$ cat config.mk
export PLATFORM = sky130hd
export DESIGN_NAME = lexical_token_classifier
export DESIGN_NICKNAME = d
export VERILOG_FILES = /design/src/rtl/core/lxc_pkg.sv /design/src/rtl/core/lxc_scan.sv /design/src/rtl/core/lxc_out_fifo.sv /design/src/rtl/core/lexical_token_classifier.sv
export SDC_FILE = /design/constraint.sdc
export NUM_CORES = 1
export LEC_CHECK = 0
export BUFFER_PORTS_ARGS = -buffer_cell sky130_fd_sc_hd__buf_2
export CAP_MARGIN = 20
export CORE_UTILIZATION = 42
export CTS_BUF_LIST = sky130_fd_sc_hd__clkbuf_4 sky130_fd_sc_hd__clkbuf_8
export DETAILED_ROUTE_END_ITERATION = 12
export PLACE_DENSITY = 0.59
export SETUP_SLACK_MARGIN = 0.3
export SLEW_MARGIN = 25
export SYNTH_ARGS = -nofsm -noshare
export SYNTH_HDL_FRONTEND = slang
export SYNTH_SLANG_ARGS = --single-unit
$ cat constraint.sdc
create_clock -name clk -period 8.2 [get_ports clk]
set_input_delay 2.05 -clock clk [delete_from_list [all_inputs] [get_ports clk]]
set_output_delay 2.05 -clock clk [all_outputs]
set_load 0.03 [all_outputs]
$ cat src/rtl/core/lxc_pkg.sv
// Shared types, constants and character predicates of the lexical token classifier.
// Used by lxc_scan, lxc_out_fifo and lexical_token_classifier; depends on nothing.
`default_nettype none
package lxc_pkg;

  localparam int MAX_TOKEN_LEN = 64;
  localparam int LEN_W         = 7;
  localparam int LEN_CAP       = (MAX_TOKEN_LEN < 127) ? MAX_TOKEN_LEN : 127;
  localparam int HEAD_CHARS    = 8;
  localparam int HEAD_W        = 8 * HEAD_CHARS;
  localparam int FIFO_DEPTH    = 4;
  localparam int FIFO_PTR_W    = $clog2(FIFO_DEPTH);
  localparam int FIFO_CNT_W    = $clog2(FIFO_DEPTH + 1);

  localparam logic [HEAD_W-1:0] WORD_MAIN = 64'h0000_0000_6E69_616D;
  localparam logic [HEAD_W-1:0] WORD_VOID = 64'h0000_0000_6469_6F76;
  localparam logic [LEN_W-1:0]  KEYWORD_LEN = 7'd4;

  typedef enum logic [1:0] {
    SCAN_IDLE,
    SCAN_NUM,
    SCAN_IDENT,
    SCAN_OPER
  } scan_state_t;

  typedef enum logic [2:0] {
    CLS_NUM   = 3'd0,
    CLS_IDENT = 3'd1,
    CLS_KEY   = 3'd2,
    CLS_OPER  = 3'd3,
    CLS_SYM   = 3'd4
  } tok_class_t;

  typedef struct packed {
    tok_class_t        cls;
    logic [LEN_W-1:0]  len;
    logic [HEAD_W-1:0] head;
    logic              last;
  } token_t;

  // Tokens produced by one character, first in order of delivery.
  typedef struct packed {
    logic [1:0] count;
    token_t     first;
    token_t     second;
  } token_pair_t;

  function automatic logic is_digit(input logic [7:0] c);
    return (c >= 8'h30) && (c <= 8'h39);
  endfunction

  function automatic logic is_alpha(input logic [7:0] c);
    return ((c >= 8'h41) && (c <= 8'h5A)) || ((c >= 8'h61) && (c <= 8'h7A)) ||
           (c == 8'h5F);
  endfunction

  function automatic logic is_oper(input logic [7:0] c);
    return (c == 8'h2A) || (c == 8'h2B) || (c == 8'h2D) || (c == 8'h2F);
  endfunction

  function automatic logic is_sym(input logic [7:0] c);
    return (c == 8'h7B) || (c == 8'h7D) || (c == 8'h28) || (c == 8'h29) ||
           (c == 8'h3B) || (c == 8'h2C);
  endfunction

endpackage
`default_nettype wire

$ cat src/rtl/core/lxc_scan.sv
// Scanner of the lexical token classifier: scan state, open token length and head.
// Depends on lxc_pkg.
`default_nettype none
module lxc_scan (
  input  logic               clk,
  input  logic               rst,
  input  logic               accept,
  input  logic [7:0]         char_code,
  output lxc_pkg::token_pair_t tokens
);
  import lxc_pkg::*;

  scan_state_t       scan_state, scan_state_next;
  logic [LEN_W-1:0]  token_len, token_len_next;
  logic [HEAD_W-1:0] token_head, token_head_next;

  logic              cont;
  logic              ends;
  logic              sym;
  scan_state_t       start_state;
  logic [HEAD_W-1:0] head_add;
  token_t            end_tok;
  token_t            sym_tok;

  always_comb begin
    unique case (scan_state)
      SCAN_NUM:   cont = is_digit(char_code);
      SCAN_IDENT: cont = is_digit(char_code) || is_alpha(char_code);
      SCAN_OPER:  cont = is_oper(char_code);
      default:    cont = 1'b0;
    endcase
    ends = (scan_state != SCAN_IDLE) && !cont;
    sym  = is_sym(char_code);

    priority if (is_digit(char_code)) start_state = SCAN_NUM;
    else if (is_alpha(char_code))     start_state = SCAN_IDENT;
    else if (is_oper(char_code))      start_state = SCAN_OPER;
    else                              start_state = SCAN_IDLE;

    // Byte lane the character lands in while the head still has room.
    for (int b = 0; b < HEAD_CHARS; b++) begin
      head_add[b*8 +: 8] = (token_len < LEN_W'(HEAD_CHARS)) &&
                           (token_len[2:0] == 3'(b)) ? char_code : 8'h00;
    end
  end

  // Next state.
  always_comb begin
    if ((scan_state != SCAN_IDLE) && cont) begin
      scan_state_next = scan_state;
      token_head_next = token_head | head_add;
      token_len_next  = (token_len < LEN_W'(LEN_CAP)) ? token_len + 1'b1 : token_len;
    end else if (start_state != SCAN_IDLE) begin
      scan_state_next = start_state;
      token_head_next = {{(HEAD_W-8){1'b0}}, char_code};
      token_len_next  = LEN_W'(1);
    end else begin
      scan_state_next = SCAN_IDLE;
      token_head_next = '0;
      token_len_next  = '0;
    end
  end

  // Outputs.
  always_comb begin
    end_tok.len  = token_len;
    end_tok.head = token_head;
    end_tok.last = !sym;
    unique case (scan_state)
      SCAN_NUM:   end_tok.cls = CLS_NUM;
      SCAN_IDENT: end_tok.cls = ((token_len == KEYWORD_LEN) &&
                                 ((token_head == WORD_MAIN) || (token_head == WORD_VOID)))
                                ? CLS_KEY : CLS_IDENT;
      default:    end_tok.cls = CLS_OPER;
    endcase

    sym_tok.cls  = CLS_SYM;
    sym_tok.len  = LEN_W'(1);
    sym_tok.head = {{(HEAD_W-8){1'b0}}, char_code};
    sym_tok.last = 1'b1;

    tokens.count  = {1'b0, ends} + {1'b0, sym};
    tokens.first  = ends ? end_tok : sym_tok;
    tokens.second = sym_tok;
  end

  always_ff @(posedge clk) begin
    if (rst) begin
      scan_state <= SCAN_IDLE;
      token_len  <= '0;
      token_head <= '0;
    end else if (accept) begin
      scan_state <= scan_state_next;
      token_len  <= token_len_next;
      token_head <= token_head_next;
    end
  end

endmodule
`default_nettype wire

$ cat src/rtl/core/lxc_out_fifo.sv
// Result buffer of the lexical token classifier: takes up to two tokens a cycle
// and delivers one a cycle when popped. Depends on lxc_pkg.
`default_nettype none
module lxc_out_fifo (
  input  logic                 clk,
  input  logic                 rst,
  input  logic                 push,
  input  lxc_pkg::token_pair_t tokens,
  input  logic                 pop,
  output logic                 room,
  output logic                 valid,
  output lxc_pkg::token_t      head_tok,
  output logic [lxc_pkg::FIFO_CNT_W-1:0] fill
);
  import lxc_pkg::*;

  token_t                entries [FIFO_DEPTH];
  logic [FIFO_PTR_W-1:0] rd_ptr, wr_ptr;
  logic [FIFO_CNT_W-1:0] count, count_next;
  logic [1:0]            n_push;

  assign n_push   = push ? tokens.count : 2'd0;
  assign valid    = (count != '0);
  assign room     = (count <= FIFO_CNT_W'(FIFO_DEPTH - 2));
  assign head_tok = entries[rd_ptr];
  assign fill     = count;

  always_comb begin
    count_next = count + FIFO_CNT_W'(n_push) - FIFO_CNT_W'(pop);
  end

  always_ff @(posedge clk) begin
    if (n_push != 2'd0) entries[wr_ptr] <= tokens.first;
    if (n_push == 2'd2) entries[wr_ptr + 1'b1] <= tokens.second;
  end

  always_ff @(posedge clk) begin
    if (rst) begin
      rd_ptr <= '0;
      wr_ptr <= '0;
      count  <= '0;
    end else begin
      rd_ptr <= rd_ptr + FIFO_PTR_W'(pop);
      wr_ptr <= wr_ptr + FIFO_PTR_W'(n_push);
      count  <= count_next;
    end
  end

endmodule
`default_nettype wire

$ cat src/rtl/core/lexical_token_classifier.sv
// Top level of the lexical token classifier: scanner plus result buffer.
// Depends on lxc_pkg, lxc_scan and lxc_out_fifo.
`default_nettype none
// The classifier takes one source byte per transaction on the char channel and
// emits token transactions on the token channel. It accepts one byte every
// clock cycle as long as the token channel keeps up. A byte that closes an open
// token and is itself a bracket, semicolon or comma yields two tokens; since the
// token channel moves at most one token per cycle, such bytes take more output
// bandwidth, and the char channel stalls whenever the four-entry result buffer
// has fewer than two free slots. A token is buffered when its closing byte is
// accepted, behind tokens already there. last_of_run marks the final token of a
// byte. A token still open when the stream stops is held, not emitted.
module lexical_token_classifier (
  input  logic                        clk,
  input  logic                        rst,
  input  logic                        char_valid,
  output logic                        char_stall,
  input  logic [7:0]                  char_code,
  output logic                        token_valid,
  input  logic                        token_stall,
  output logic [2:0]                  token_class,
  output logic [lxc_pkg::LEN_W-1:0]   token_length,
  output logic [lxc_pkg::HEAD_W-1:0]  token_head,
  output logic                        last_of_run
);
  import lxc_pkg::*;

  logic                  accept;
  logic                  pop;
  logic                  room;
  token_pair_t           tokens;
  token_t                head_tok;
  logic [FIFO_CNT_W-1:0] fill;

  // The char channel only waits on buffer space, never on the byte itself.
  assign char_stall = !room;
  assign accept     = char_valid && room;
  assign pop        = token_valid && !token_stall;

  lxc_scan u_scan (
    .clk       (clk),
    .rst       (rst),
    .accept    (accept),
    .char_code (char_code),
    .tokens    (tokens)
  );

  lxc_out_fifo u_fifo (
    .clk      (clk),
    .rst      (rst),
    .push     (accept),
    .tokens   (tokens),
    .pop      (pop),
    .room     (room),
    .valid    (token_valid),
    .head_tok (head_tok),
    .fill     (fill)
  );

  assign token_class  = head_tok.cls;
  assign token_length = head_tok.len;
  assign token_head   = head_tok.head;
  assign last_of_run  = head_tok.last;

`ifndef SYNTHESIS
  a_fill_bound: assert property (@(posedge clk) disable iff (rst)
    fill <= FIFO_CNT_W'(FIFO_DEPTH))
    else $error("result buffer overfilled");

  a_sym_len: assert property (@(posedge clk) disable iff (rst)
    token_valid && (token_class == CLS_SYM) |-> (token_length == LEN_W'(1)) && last_of_run)
    else $error("symbol token with bad length or run mark");

  a_key_len: assert property (@(posedge clk) disable iff (rst)
    token_valid && (token_class == CLS_KEY) |-> token_length == KEYWORD_LEN)
    else $error("keyword token with bad length");

  a_len_nonzero: assert property (@(posedge clk) disable iff (rst)
    token_valid |-> (token_length != '0) && (token_length <= LEN_W'(LEN_CAP)))
    else $error("token length out of range");

  a_accept_grows: assert property (@(posedge clk) disable iff (rst)
    accept && (tokens.count != 2'd0) && !pop |=> token_valid)
    else $error("token lost after accepted byte");
`endif

endmodule
`default_nettype wire

# [Word-level counts from Yosys, hierarchy flattened]
# Memories as Yosys holds them, arrays and structs flattened. A register that Yosys moved wholly into a read port is not among the register bits.
# Index checks and enable logic that the tools add are counted.
[op_classes] magnitude_cmp=9 n_mux=27 eq_ne=26 reduce_logical=39 bitwise=2 add_sub_neg=7
[ops] op="64-bit by 31-bit equality test with 1-bit output, second input constant" n=2
[ops] op="75-bit 2-to-1 mux" n=1
[ops] op="8-bit 2-to-1 mux" n=9
[ops] op="8-bit by 6-bit equality test with 1-bit output, second input constant" n=8
[ops] op="64-bit 2-to-1 mux" n=1
[ops] op="64-bit bitwise OR" n=1
[ops] op="8-bit by 7-bit equality test with 1-bit output, second input constant" n=3
[ops] op="8-bit by 7-bit >= comparator with 1-bit output, second input constant" n=2
[ops] op="8-bit by 7-bit <= comparator with 1-bit output, second input constant" n=2
[ops] op="1-bit logical AND" n=16
[ops] op="2-bit 2-to-1 mux" n=7
[ops] op="7-bit 2-to-1 mux" n=2
[ops] op="3-bit equality test, second input constant" n=4
[ops] op="1-bit logical OR" n=12
[ops] op="8-bit by 6-bit >= comparator with 1-bit output, second input constant" n=1
[ops] op="8-bit by 6-bit <= comparator with 1-bit output, second input constant" n=1
[ops] op="7-bit by 1-bit adder with 7-bit output, second input constant" n=1
[ops] op="7-bit by 3-bit equality test with 1-bit output, second input constant" n=1
[ops] op="7-bit by 4-bit less-than comparator with 1-bit output, second input constant" n=1
[ops] op="7-bit less-than comparator, second input constant" n=1
[ops] op="2-bit equality test, second input constant" n=3
[ops] op="3-bit by 2-bit equality test with 1-bit output, second input constant" n=2
[ops] op="3-bit case mux with 2 select lines" n=1
[ops] op="2-bit nonzero test" n=3
[ops] op="17 further kinds" n=25
[totals] word_cells=117 n_memories=1 in_bits=12 ram_bits=300 reg_bits=80 out_inout_bits=77
[memory_table] name="u_fifo.entries" words=4 width=75 read_ports=1 rd_ports_with_merged_regs=1 wr=2 line="lxc_out_fifo.sv:17" source="token_t entries [FIFO_DEPTH];"

# [Depth between registers and ports, before layout]
# Gate-level depths: netlist of the first run.
[logic_depth] depth_word=13 ltp_mapped=14 depth_no_buf=11

# [Modules after synthesis]
# A second synthesis of the first run with hierarchy kept.
[hier_totals] hier_cells=1308 hier_area_um2=19311.0
[modules_own_cells] module="lxc_out_fifo" seq_area_each_um2=9148.8 n_inst=1 area_each_um2=15048.2 cells_per_inst=778
[modules_own_cells] module="lxc_scan" seq_area_each_um2=1461.4 n_inst=1 area_each_um2=4239.1 cells_per_inst=527
[modules_own_cells] module="lexical_token_classifier" seq_area_each_um2=0.0 n_inst=1 area_each_um2=23.8 cells_per_inst=3

# [Worst setup path after synthesis of the first run]
# No wires, ideal clock.
[synth_path] path_type="input to register" from="input char_code[7]" to="memory u_fifo.entries[0][0] in the netlist's numbering" setup_ps=122 arrival_time_ps=4985 path_buffers=3 cell_stages=13 path_slack_ps=3093 required_time_ps=8078 path_cell_list="clkbuf_2 > or3b_4 > nor3_2 > o21a_1 > buf_2 > nand2_1 > ha_1 > or2_2 > nand4_1 > o31a_1 > clkbuf_1 > inv_1 > o32a_1"
[synth_rtl] item="from (decl)" line="lexical_token_classifier.sv:18" source="input logic [7:0] char_code,"
[synth_rtl] item="to (decl)" line="lxc_out_fifo.sv:17"

==> results of run 1 <==
-- flip-flops by register name, summed over array words and instances, names as in the netlist --
register           flops
u_fifo.wr_ptr          2
u_scan.scan_state      2
u_scan.token_len       7
u_scan.token_head     64
u_fifo.entries       300
u_fifo.rd_ptr          2
u_fifo.fill            3
-- metrics by stage --
| step | total power, mW | util | worst slack, ns | cells |
|---|---|---|---|---|
| after global placement | 2.67 | 0.448 | 1.91 | 1667 |
| after global routing | 4.48 | 0.486 | 2.28 | 1769 |
| final | 4.30 | 0.486 | 2.49 | 1769 |
| after detailed placement | 2.68 | 0.450 | 1.91 | 1669 |
| after CTS | 4.33 | 0.485 | 2.56 | 1768 |
| after floorplan | 2.50 | - | 3.09 | 1232 |
-- layout make-up --
class | instances | area [um^2]
fill | 3059 | 17800
sequential | 380 | 7940
multi-input combinational | 713 | 6390
clock buffer | 92 | 1140
timing repair buffer | 105 | 641
tap | 455 | 569
clock inverter | 7 | 91.3
inverter | 17 | 63.8
-- cell usage after synthesis, drive strengths merged (5+ instances only) --
master	instances	area, um^2
and2	9	56.3
clkbuf	103	388
mux4	75	1690
buf	19	80.1
nor4	8	50.1
o32ai	8	70.1
dfxtp	348	6970
edfxtp	32	961
a21oi	24	135
nand4	12	75.1
nor4b	5	43.8
nand3	5	25.0
o31ai	9	87.6
o21ai	11	55.1
inv	17	63.8
a31oi	60	375
nor2b	10	62.6
nor2	85	319
nand2	28	105
ha	12	150
and3	7	43.8
a22o	280	2450
-- kinds of logic after synthesis --
kind of cell | Yosys count
and+or+nand+nor | 196
buffers and inverters | 139
adders and majority gates | 13
AOI/OAI and AO/OA | 422
muxes | 77
xor gates and xnor gates | 5
DFF | 380
-- per-layer routing --
layer	GRT usage	up-vias	share of wire
li1	-	4918	-
met1	0.316	5438	0.47
met2	0.361	336	0.46
met3	0.0367	53	0.055
met4	0.0630	0	0.016
met5	0	-	0
-- worst max-delay path, cell delays in order --
cell	delay, ns
buf_2	0.30
or3b_4	0.45
nor3_2	0.35
o21a_1	0.46
nand2_1	0.11
ha_1	0.38
or2_2	0.35
nand4_1	0.29
o31a_2	0.68
buf_4	0.60
a22o_1	0.21
-- cells in the final DEF, fill, tap and decap left out, drive strengths merged, types with 9 or more instances in the layout --
cell    Yosys  routed
o21ai      11      11
o31ai       9       9
clkbuf    103      92
nand2      28      28
inv        17      18
a21oi      24      24
and2        9       9
nor2       85      85
nor2b      10      10
dfxtp     348     348
a31oi      60      60
ha         12      12
nand4      12      12
buf        19     105
a22o      280     280
edfxtp     32      32
mux4       75      75
-- power groups by stage --
stage | Sequential [mW] | Combinational (mW) | Clock, mW
after floorplan | 1.99 | 0.507 | 0
after detailed placement | 2.07 | 0.615 | 0
after global placement | 2.06 | 0.608 | 0
after global routing | 2.02 | 0.679 | 1.78
final | 2.01 | 0.633 | 1.66
after CTS | 2.03 | 0.617 | 1.69
-- worst min-delay path by stage --
stage,start,end,cells after the start
2_1_floorplan,u_fifo.entries[1][73],u_fifo.entries[1][73],2
3_3_place_gp,u_fifo.entries[1][73],u_fifo.entries[1][73],2
3_5_place_dp,u_fifo.entries[1][73],u_fifo.entries[1][73],2
4_1_cts,u_fifo.entries[3][73],u_fifo.entries[3][73],2
5_1_grt,u_fifo.entries[1][55],u_fifo.entries[1][55],1
6_report,u_fifo.entries[2][73],u_fifo.entries[2][73],2
==> impl_metrics.yaml, run 1 <==
floorplan:
  rows: 68
  coreArea_um2: 34600
  die_area_um2: 36000
  start_util: 0.428
  ios: 89
  die_x_um: 190
  dieHeight_um: 190
critical_path:
  startpoint_type: "primary input"
  crit_end: "u_fifo.entries[0][33]"
  rrSetupSlack_ns: 4.29
  critPathKind: "in -> reg"
  r2r_end: "u_fifo.entries[0][33]"
  end_kind: "flop"
  crit_fanout: 42
  r2r-start: "u_scan.scan_state[0]"
  crit_arrival_ns: 6.26
  critPathRequiredTime_ns: 8.75
  r2r_cells: 10
  crit_start: "char_code[5]"
cells_and_area:
  area_delta_synth_final_pct: 13.6
  antenna_cells: 0
  final_layout_size_suffix_gt1_frac: 0.230
  nets: 1302
  final_area_um2: 16800
timing:
  rsz0062_at_grt: "no"
  slew-limit-headroom: 0.292
  max_freq_mhz: 175
  worst_slew_pin_slew_ns: 1.06
  fin_tns_setup_ns: 0
  fin_crit_ns: 5.71
  fin_crit_sh: 0.697
  hold_ws_ns: 0.454
  drv_slew: 0
  finalSetupViolCount: 0
  skew_ns: 0.0228
  final_hold_viol_count: 0
drt:
  antenna_left: 0
  via_per_inst: 6.07
  drt_iter0_drc: 822
  vias: 10700
  drt-total-wl_um: 40800
  wl_per_cell_um: 23.1
  drt_pass1_iterations: 4
  drt_drc_violations_left: 0
grt:
  overflow: 0
  grt_pass1_wl_um: 63300
  antenna_found_initial: 0
  grt_usage: 0.226
  grt_max_degree: 73
  first_global_vias: 10600
place:
  post-dp-hpwl_um: 24200
  globalplace.congestion: 0.807
  placed_cell_area_um2: 15600
  io_buffers: 88
synthesis:
  yosysSeqAreaShare: 0.535
  synth_edf_count: 32
  synth_xor_area_frac: 0.00296
  ys_seq_elements: 380
  synth_fp_nets: 1257
  synth-async-reset-ratio: 0
  synth_top_family_by_area: "compound AO/OA/AOI/OAI gates"
  synth-compound-area-share: 0.232
  synth-adder-area-share: 0.0115
  synth_ff_type: "dfxtp_1"
  syn_avg_cell_area_um2: 12.0
  synthCells: 1232
  yosys.area_share.simple: 0.0672
  muxShareOfSynthArea: 0.115
  netlist_area_um2: 14800
  yosys_warnings: 0
  yosysUniqueCellTypes: 65
cts:
  clkSinkCount: 380
  post-cts-setup-buffers: 0
  clk_path_buf_depth: 3
  cts_hold_buf: 0
  cts_tree: "built"
  clk_latency_ns: 0.62
  htreeDepth: 2
  cts_inserted_buffers: 60
  cts_resized: 0
  clk_pin_slew_ns: 0.06
  cts_root_buf: "clkbuf_8"
flow_run:
  max-cap-violations: 0
power_and_ir_drop:
  p_per_area_nw_per_um2: 256
  combPwrFrac: 0.147
  swShare: 0.282
  p_int_mw: 3.09
  power.leakage_nw: 6.36
  switchingPower_mw: 1.21
  pwr-share-seq: 0.467
  clockPowerShare: 0.386
  peakVddDrop_mv: 0.154
worst_hold_path:
  hold_path.class: "reg -> reg"
status:
  status: "complete, no violations"
Power figures use the tool's default switching activity.
==> inputs of run 2 (changes only) <==
--- a/config.mk
+++ b/config.mk
@@ -10,7 +10,7 @@
 export CORE_UTILIZATION = 42
 export CTS_BUF_LIST = sky130_fd_sc_hd__clkbuf_4 sky130_fd_sc_hd__clkbuf_8
 export DETAILED_ROUTE_END_ITERATION = 12
-export PLACE_DENSITY = 0.59
+export PLACE_DENSITY = 0.61
 export SETUP_SLACK_MARGIN = 0.3
 export SLEW_MARGIN = 25
 export SYNTH_ARGS = -nofsm -noshare
==> constraint.sdc (replaced) <==
create_clock -name clk -period 4.9 [get_ports clk]
set_input_delay 1.225 -clock clk [delete_from_list [all_inputs] [get_ports clk]]
set_output_delay 1.225 -clock clk [all_outputs]
set_load 0.03 [all_outputs]
==> impl_metrics.yaml, run 2 (synthesis results as in run 1) <==
timing:
  fin_tns_setup_ns: 0
  final_hold_viol_count: 0
  worst_slew_pin_slew_ns: 0.925
  fin_crit_ns: 4.02
  setup_ws_ns: 0.879
  skew_ns: 0.0378
  finalSetupViolCount: 0
  slew-limit-headroom: 0.378
  max_freq_mhz: 249
  hold_ws_ns: 0.464
  fin_crit_sh: 0.821
  drv_slew: 0
  rsz0062_at_grt: "no"
flow_run:
  max-cap-violations: 0
critical_path:
  critPathRequiredTime_ns: 5.43
  startpoint_type: "primary input"
  cp_cell_sequence: "buf_2 > or3b_4 > or2_2 > mux2_2 > o22ai_1 > ha_1 > or2_2 > nand4_1 > a21oi_4 > buf_12 > a22o_1"
  end_kind: "flop"
  critPathKind: "in -> reg"
  crit_arrival_ns: 4.55
  cpMostUsedCell: "or2_2"
  slowest_stage: "a21oi_4"
  crit_fanout: 27
  critPathMaxStageDelay_ns: 0.67
drt:
  drt_drc_violations_left: 0
  vias: 10900
  drt_pass1_iterations: 5
  via_per_inst: 6.04
  drt_iter0_drc: 901
  antenna_left: 0
  wl_per_cell_um: 22.8
  drt-total-wl_um: 41200
place:
  post-dp-hpwl_um: 24800
  dp.cells: 1689
  placed_cell_area_um2: 15800
  globalplace.congestion: 0.848
  dp_worst_setup_slack_ns: 0.371
  io_buffers: 88
cts:
  cts_tree: "built"
  cts_inserted_buffers: 61
  htreeDepth: 2
  clkSinkCount: 380
  cts_resized: 0
  post-cts-setup-buffers: 0
  cts_hold_buf: 0
  clk_latency_ns: 0.63
  cts_root_buf: "clkbuf_8"
  clk_path_buf_depth: 3
  clk_pin_slew_ns: 0.06
cells_and_area:
  final_common_cell: "dfxtp_1"
  nets: 1322
  final_layout_size_suffix_gt1_frac: 0.250
  largest_register: "u_fifo.entries"
  finalNonFillerCells: 1805
  area_delta_synth_final_pct: 17.2
  final_cell_mix: "dfxtp_1, a22o_1, buf_2"
  final_area_um2: 17400
  final_util: 0.501
  multi_input_area_um2: 6390
  largest_reg_flops: 300
  reg_top3: "u_fifo.entries: 300 flops, u_scan.token_head: 64 flops, u_scan.token_len: 7 flops"
  seq_area_um2: 7940
  num-fill-cells: 3039
worst_hold_path:
  hold_path.class: "reg -> reg"
grt:
  top_usage_layer: "met2"
  use_met3: 0.0336
  use_met1: 0.315
  first_global_vias: 10800
  antenna_found_initial: 1
  grt_usage: 0.227
  grt_use_met2: 0.365
  overflow: 0
  grt_pass1_wl_um: 63500
  grt_max_degree: 65
power_and_ir_drop:
  power.leakage_nw: 6.63
  peakVddDrop_mv: 0.260
  power_mw: 7.75
  p_per_area_nw_per_um2: 446
floorplan:
  die_area_um2: 36000
  coreArea_um2: 34600
  die_x_um: 190
  dieHeight_um: 190
  ios: 89
  rows: 68
  start_util: 0.428
status:
  status: "complete, no violations"
==> run 2: changes by cell type in the layout (fill, tap and decap cells not counted), sizes merged <==
cell      before  now
bufinv         2    9
clkinvlp       1    0
buf          105  124
clkbuf        92   93
clkinv         3   12
diode          0    1
==> run 2: path summary, 6_finish.rpt <==
path | start | to | slack [ns] | cells after the start
min | u_fifo.entries[0][72] | u_fifo.entries[0][72] | 0.46 | 2
max | char_code[5] | u_fifo.entries[1][62] | 0.88 | 11
min reg2reg | u_fifo.entries[0][72] | u_fifo.entries[0][72] | 0.46 | 2
max reg2reg | u_scan.scan_state[0] | u_fifo.entries[1][62] | 1.85 | 10
==> run 2: area by class of cell <==
class                   count  share of cell area
flip-flops and latches    380               0.457
multi-input cells         713               0.368
clock buffers              93              0.0680
repair buffers            124              0.0503
well taps                 455              0.0328
clock inverters            22              0.0202
inverters                  17             0.00368
diodes                      1            0.000144
==> run 2: routing by layer <==
layer	share of wire	vias to the layer above
li1	-	4962
met4	0.024	0
met5	0	-
met2	0.46	394
met3	0.061	71
met1	0.45	5475
==> run 2: power by group <==
| part | internal, mW | total (mW) | switching [mW] |
|---|---|---|---|
| Clock | 2.02 | 3.29 | 1.27 |
| Combinational | 0.395 | 1.06 | 0.660 |
| Sequential | 3.22 | 3.40 | 0.175 |
| Total | 5.64 | 7.74 | 2.11 |
==> run 2: worst max-delay path, delay by kind of cell <==
kind	cells	cell delay, ns
multiplexers	1	0.27
adder cells (fa/ha/maj)	1	0.25
AND/OR/NAND/NOR	4	1.23
AO/OA/AOI/OAI	3	0.98
buffers and inverters	2	0.55
==> inputs of run 3 (changes only) <==
--- a/config.mk
+++ b/config.mk
@@ -5,12 +5,13 @@
 export SDC_FILE = /design/constraint.sdc
 export NUM_CORES = 1
 export LEC_CHECK = 0
+export ABC_AREA = 1
 export BUFFER_PORTS_ARGS = -buffer_cell sky130_fd_sc_hd__buf_2
 export CAP_MARGIN = 20
 export CORE_UTILIZATION = 42
 export CTS_BUF_LIST = sky130_fd_sc_hd__clkbuf_4 sky130_fd_sc_hd__clkbuf_8
 export DETAILED_ROUTE_END_ITERATION = 12
-export PLACE_DENSITY = 0.61
+export PLACE_DENSITY = 0.58
 export SETUP_SLACK_MARGIN = 0.3
 export SLEW_MARGIN = 25
 export SYNTH_ARGS = -nofsm -noshare
==> constraint.sdc (replaced) <==
create_clock -name clk -period 3.7 [get_ports clk]
set_input_delay 0.925 -clock clk [delete_from_list [all_inputs] [get_ports clk]]
set_output_delay 0.925 -clock clk [all_outputs]
set_load 0.03 [all_outputs]
==> impl_metrics.yaml, run 3 <==
worst_hold_path:
  hold_path.class: "reg -> reg"
synthesis:
  yosysTopAreaCellShare: 0.408
  syn_avg_cell_area_um2: 7.35
  synth-async-reset-ratio: 0
  ys_seq_elements: 380
  synthTopCellsByCount: "nand2_1, dfxtp_1, nor2_1, o21ai_0, inv_1"
  synth_edf_count: 32
  yosysUniqueCellTypes: 40
  yosys_warnings: 0
  netlist_area_um2: 17100
  synth_top_area_cell: "dfxtp_1"
  yosysMostFrequentCell: "nand2_1"
  yosysSeqAreaShare: 0.464
  synth_area_leaders: "dfxtp_1, nand2_1, edfxtp_1, nor2_1, nor2_8"
  synthCells: 2322
  synth_ff_type: "dfxtp_1"
  synth_fp_nets: 2347
cells_and_area:
  antenna_cells: 0
  reg_top3: "u_fifo.entries: 300 flops, u_scan.token_head: 64 flops, u_scan.token_len: 7 flops"
  final_layout_size_suffix_gt1_frac: 0.147
  final_common_cell: "nand2_1"
  area_delta_synth_final_pct: 14.5
  largest_register: "u_fifo.entries"
  num-fill-cells: 3924
  final_util: 0.490
  final_cell_mix: "nand2_1, dfxtp_1, nor2_1"
  final_area_um2: 19600
  largest_reg_flops: 300
  nets: 2423
cts:
  clk_pin_slew_ns: 0.06
  clkSinkCount: 380
  cts_inserted_buffers: 68
  clk_latency_ns: 0.61
  cts_root_buf: "clkbuf_8"
  post-cts-setup-buffers: 0
  htreeDepth: 3
  cts_hold_buf: 0
  clk_path_buf_depth: 3
  cts_tree: "built"
timing:
  fin_crit_sh: 0.889
  skew_ns: 0.0251
  rsz0062_at_grt: "no"
  final_hold_viol_count: 0
  worst_slew_pin_slew_ns: 1.07
  max_freq_mhz: 304
  fin_tns_setup_ns: 0
  finalSetupViolCount: 0
  slew-limit-headroom: 0.289
  drv_slew: 0
  fin_crit_ns: 3.29
drt:
  wl_met2_um: 23400
  antenna_left: 0
  drt_drc_violations_left: 0
  met3WireLength_um: 2950
  drt_pass1_iterations: 7
  via_per_inst: 5.15
  drt-total-wl_um: 50600
  top_layer: "met4"
  vias: 15300
  wl_per_cell_um: 17.0
  drt_iter0_drc: 1136
  wl_met1_um: 23300
power_and_ir_drop:
  p_per_area_nw_per_um2: 644
  power.leakage_nw: 9.77
  power_mw: 12.6
  peakVddDrop_mv: 0.400
floorplan:
  ios: 89
  start_util: 0.428
  rows: 73
  die_area_um2: 41500
  die_x_um: 204
  coreArea_um2: 39900
  dieHeight_um: 204
grt:
  antenna_found_initial: 0
  overflow: 0
  grt_pass1_wl_um: 80600
  grt_usage: 0.246
  grt_max_degree: 83
  first_global_vias: 14600
place:
  post-dp-hpwl_um: 30500
  placed_cell_area_um2: 18100
  globalplace.congestion: 0.865
  io_buffers: 88
critical_path:
  slowest_stage: "dfxtp_2"
  end_kind: "primary output"
  startpoint_type: "flop"
  crit_arrival_ns: 2.36
  critPathKind: "reg -> out"
  critPathRequiredTime_ns: 2.77
  critPathMaxStageDelay_ns: 0.70
  cp_cell_sequence: "buf_4 > o21ai_0 > o22ai_1 > buf_2"
  crit_fanout: 18
flow_run:
  max-cap-violations: 0
status:
  status: "complete, no violations"
==> run 3: worst max-delay path, delay by kind of cell, from the launching register on <==
family	cells	cell delay, ns
compound gates	2	0.44
buf+inv	2	0.63
flops	1	0.70
==> run 3: what timing repair did <==
action / 4_1_cts / 5_1_grt
gates resized for setup: 0 / 1
endpoints found under the setup margin: 0 / 2
endpoints found under the hold margin: 0 / 0
==> run 3: logic make-up after synthesis <==
kind of cell / count (synthesis) / share of synthesized area
XOR/XNOR: 3 / 0.00154
adder cells (fa/ha/maj): 13 / 0.00996
AO/OA/AOI/OAI: 321 / 0.100
AND/OR/NAND/NOR: 1345 / 0.355
flip-flops: 380 / 0.464
buffers and inverters: 260 / 0.0692
==> run 3: layout make-up <==
cell class | instances | area, um^2 | share of cell area
Tap cell | 525 | 657 | 0.0336
Timing Repair Buffer | 133 | 1030 | 0.0528
Clock inverter | 10 | 66.3 | 0.00339
Multi-Input combinational cell | 1682 | 8000 | 0.409
Sequential cell | 380 | 7930 | 0.406
Inverter | 133 | 509 | 0.0260
Clock buffer | 110 | 1360 | 0.0697
==> run 3: final timing paths <==
| path | start | endpoint | slack [ns] | depth (start not counted) |
|---|---|---|---|---|
| worst min-delay path | u_fifo.entries[2][47] | u_fifo.entries[2][47] | 0.45 | 2 |
| worst max-delay path | u_fifo.rd_ptr[1] | token_head[63] | 0.41 | 4 |
| worst min register to register | u_fifo.entries[2][47] | u_fifo.entries[2][47] | 0.45 | 2 |
| worst max register to register | u_scan.scan_state[0] | u_fifo.fill[2] | 1.01 | 13 |
==> run 3: stage by stage <==
step / worst slack [ns] / instances / hold WS (ns)
after floorplan: 0.297 / 2322 / 0.421
after global placement: 0.175 / 2853 / 0.430
after detailed placement: 0.142 / 2853 / 0.434
after CTS: 0.351 / 2973 / 0.449
after global routing: 0.339 / 2973 / 0.461
final: 0.412 / 2973 / 0.447
==> run 3: layer usage <==
| metal | global-route usage | vias up |
|---|---|---|
| met5 | 0 | - |
| met4 | 0.0720 | 0 |
| met2 | 0.405 | 489 |
| li1 | - | 7532 |
| met1 | 0.333 | 7218 |
| met3 | 0.0363 | 65 |
==> run 3: power by group <==
| part | switching, mW | internal, mW |
|---|---|---|
| combinational | 3.03 | 1.06 |
| sequential | 0.136 | 4.25 |
| clock | 1.77 | 2.34 |
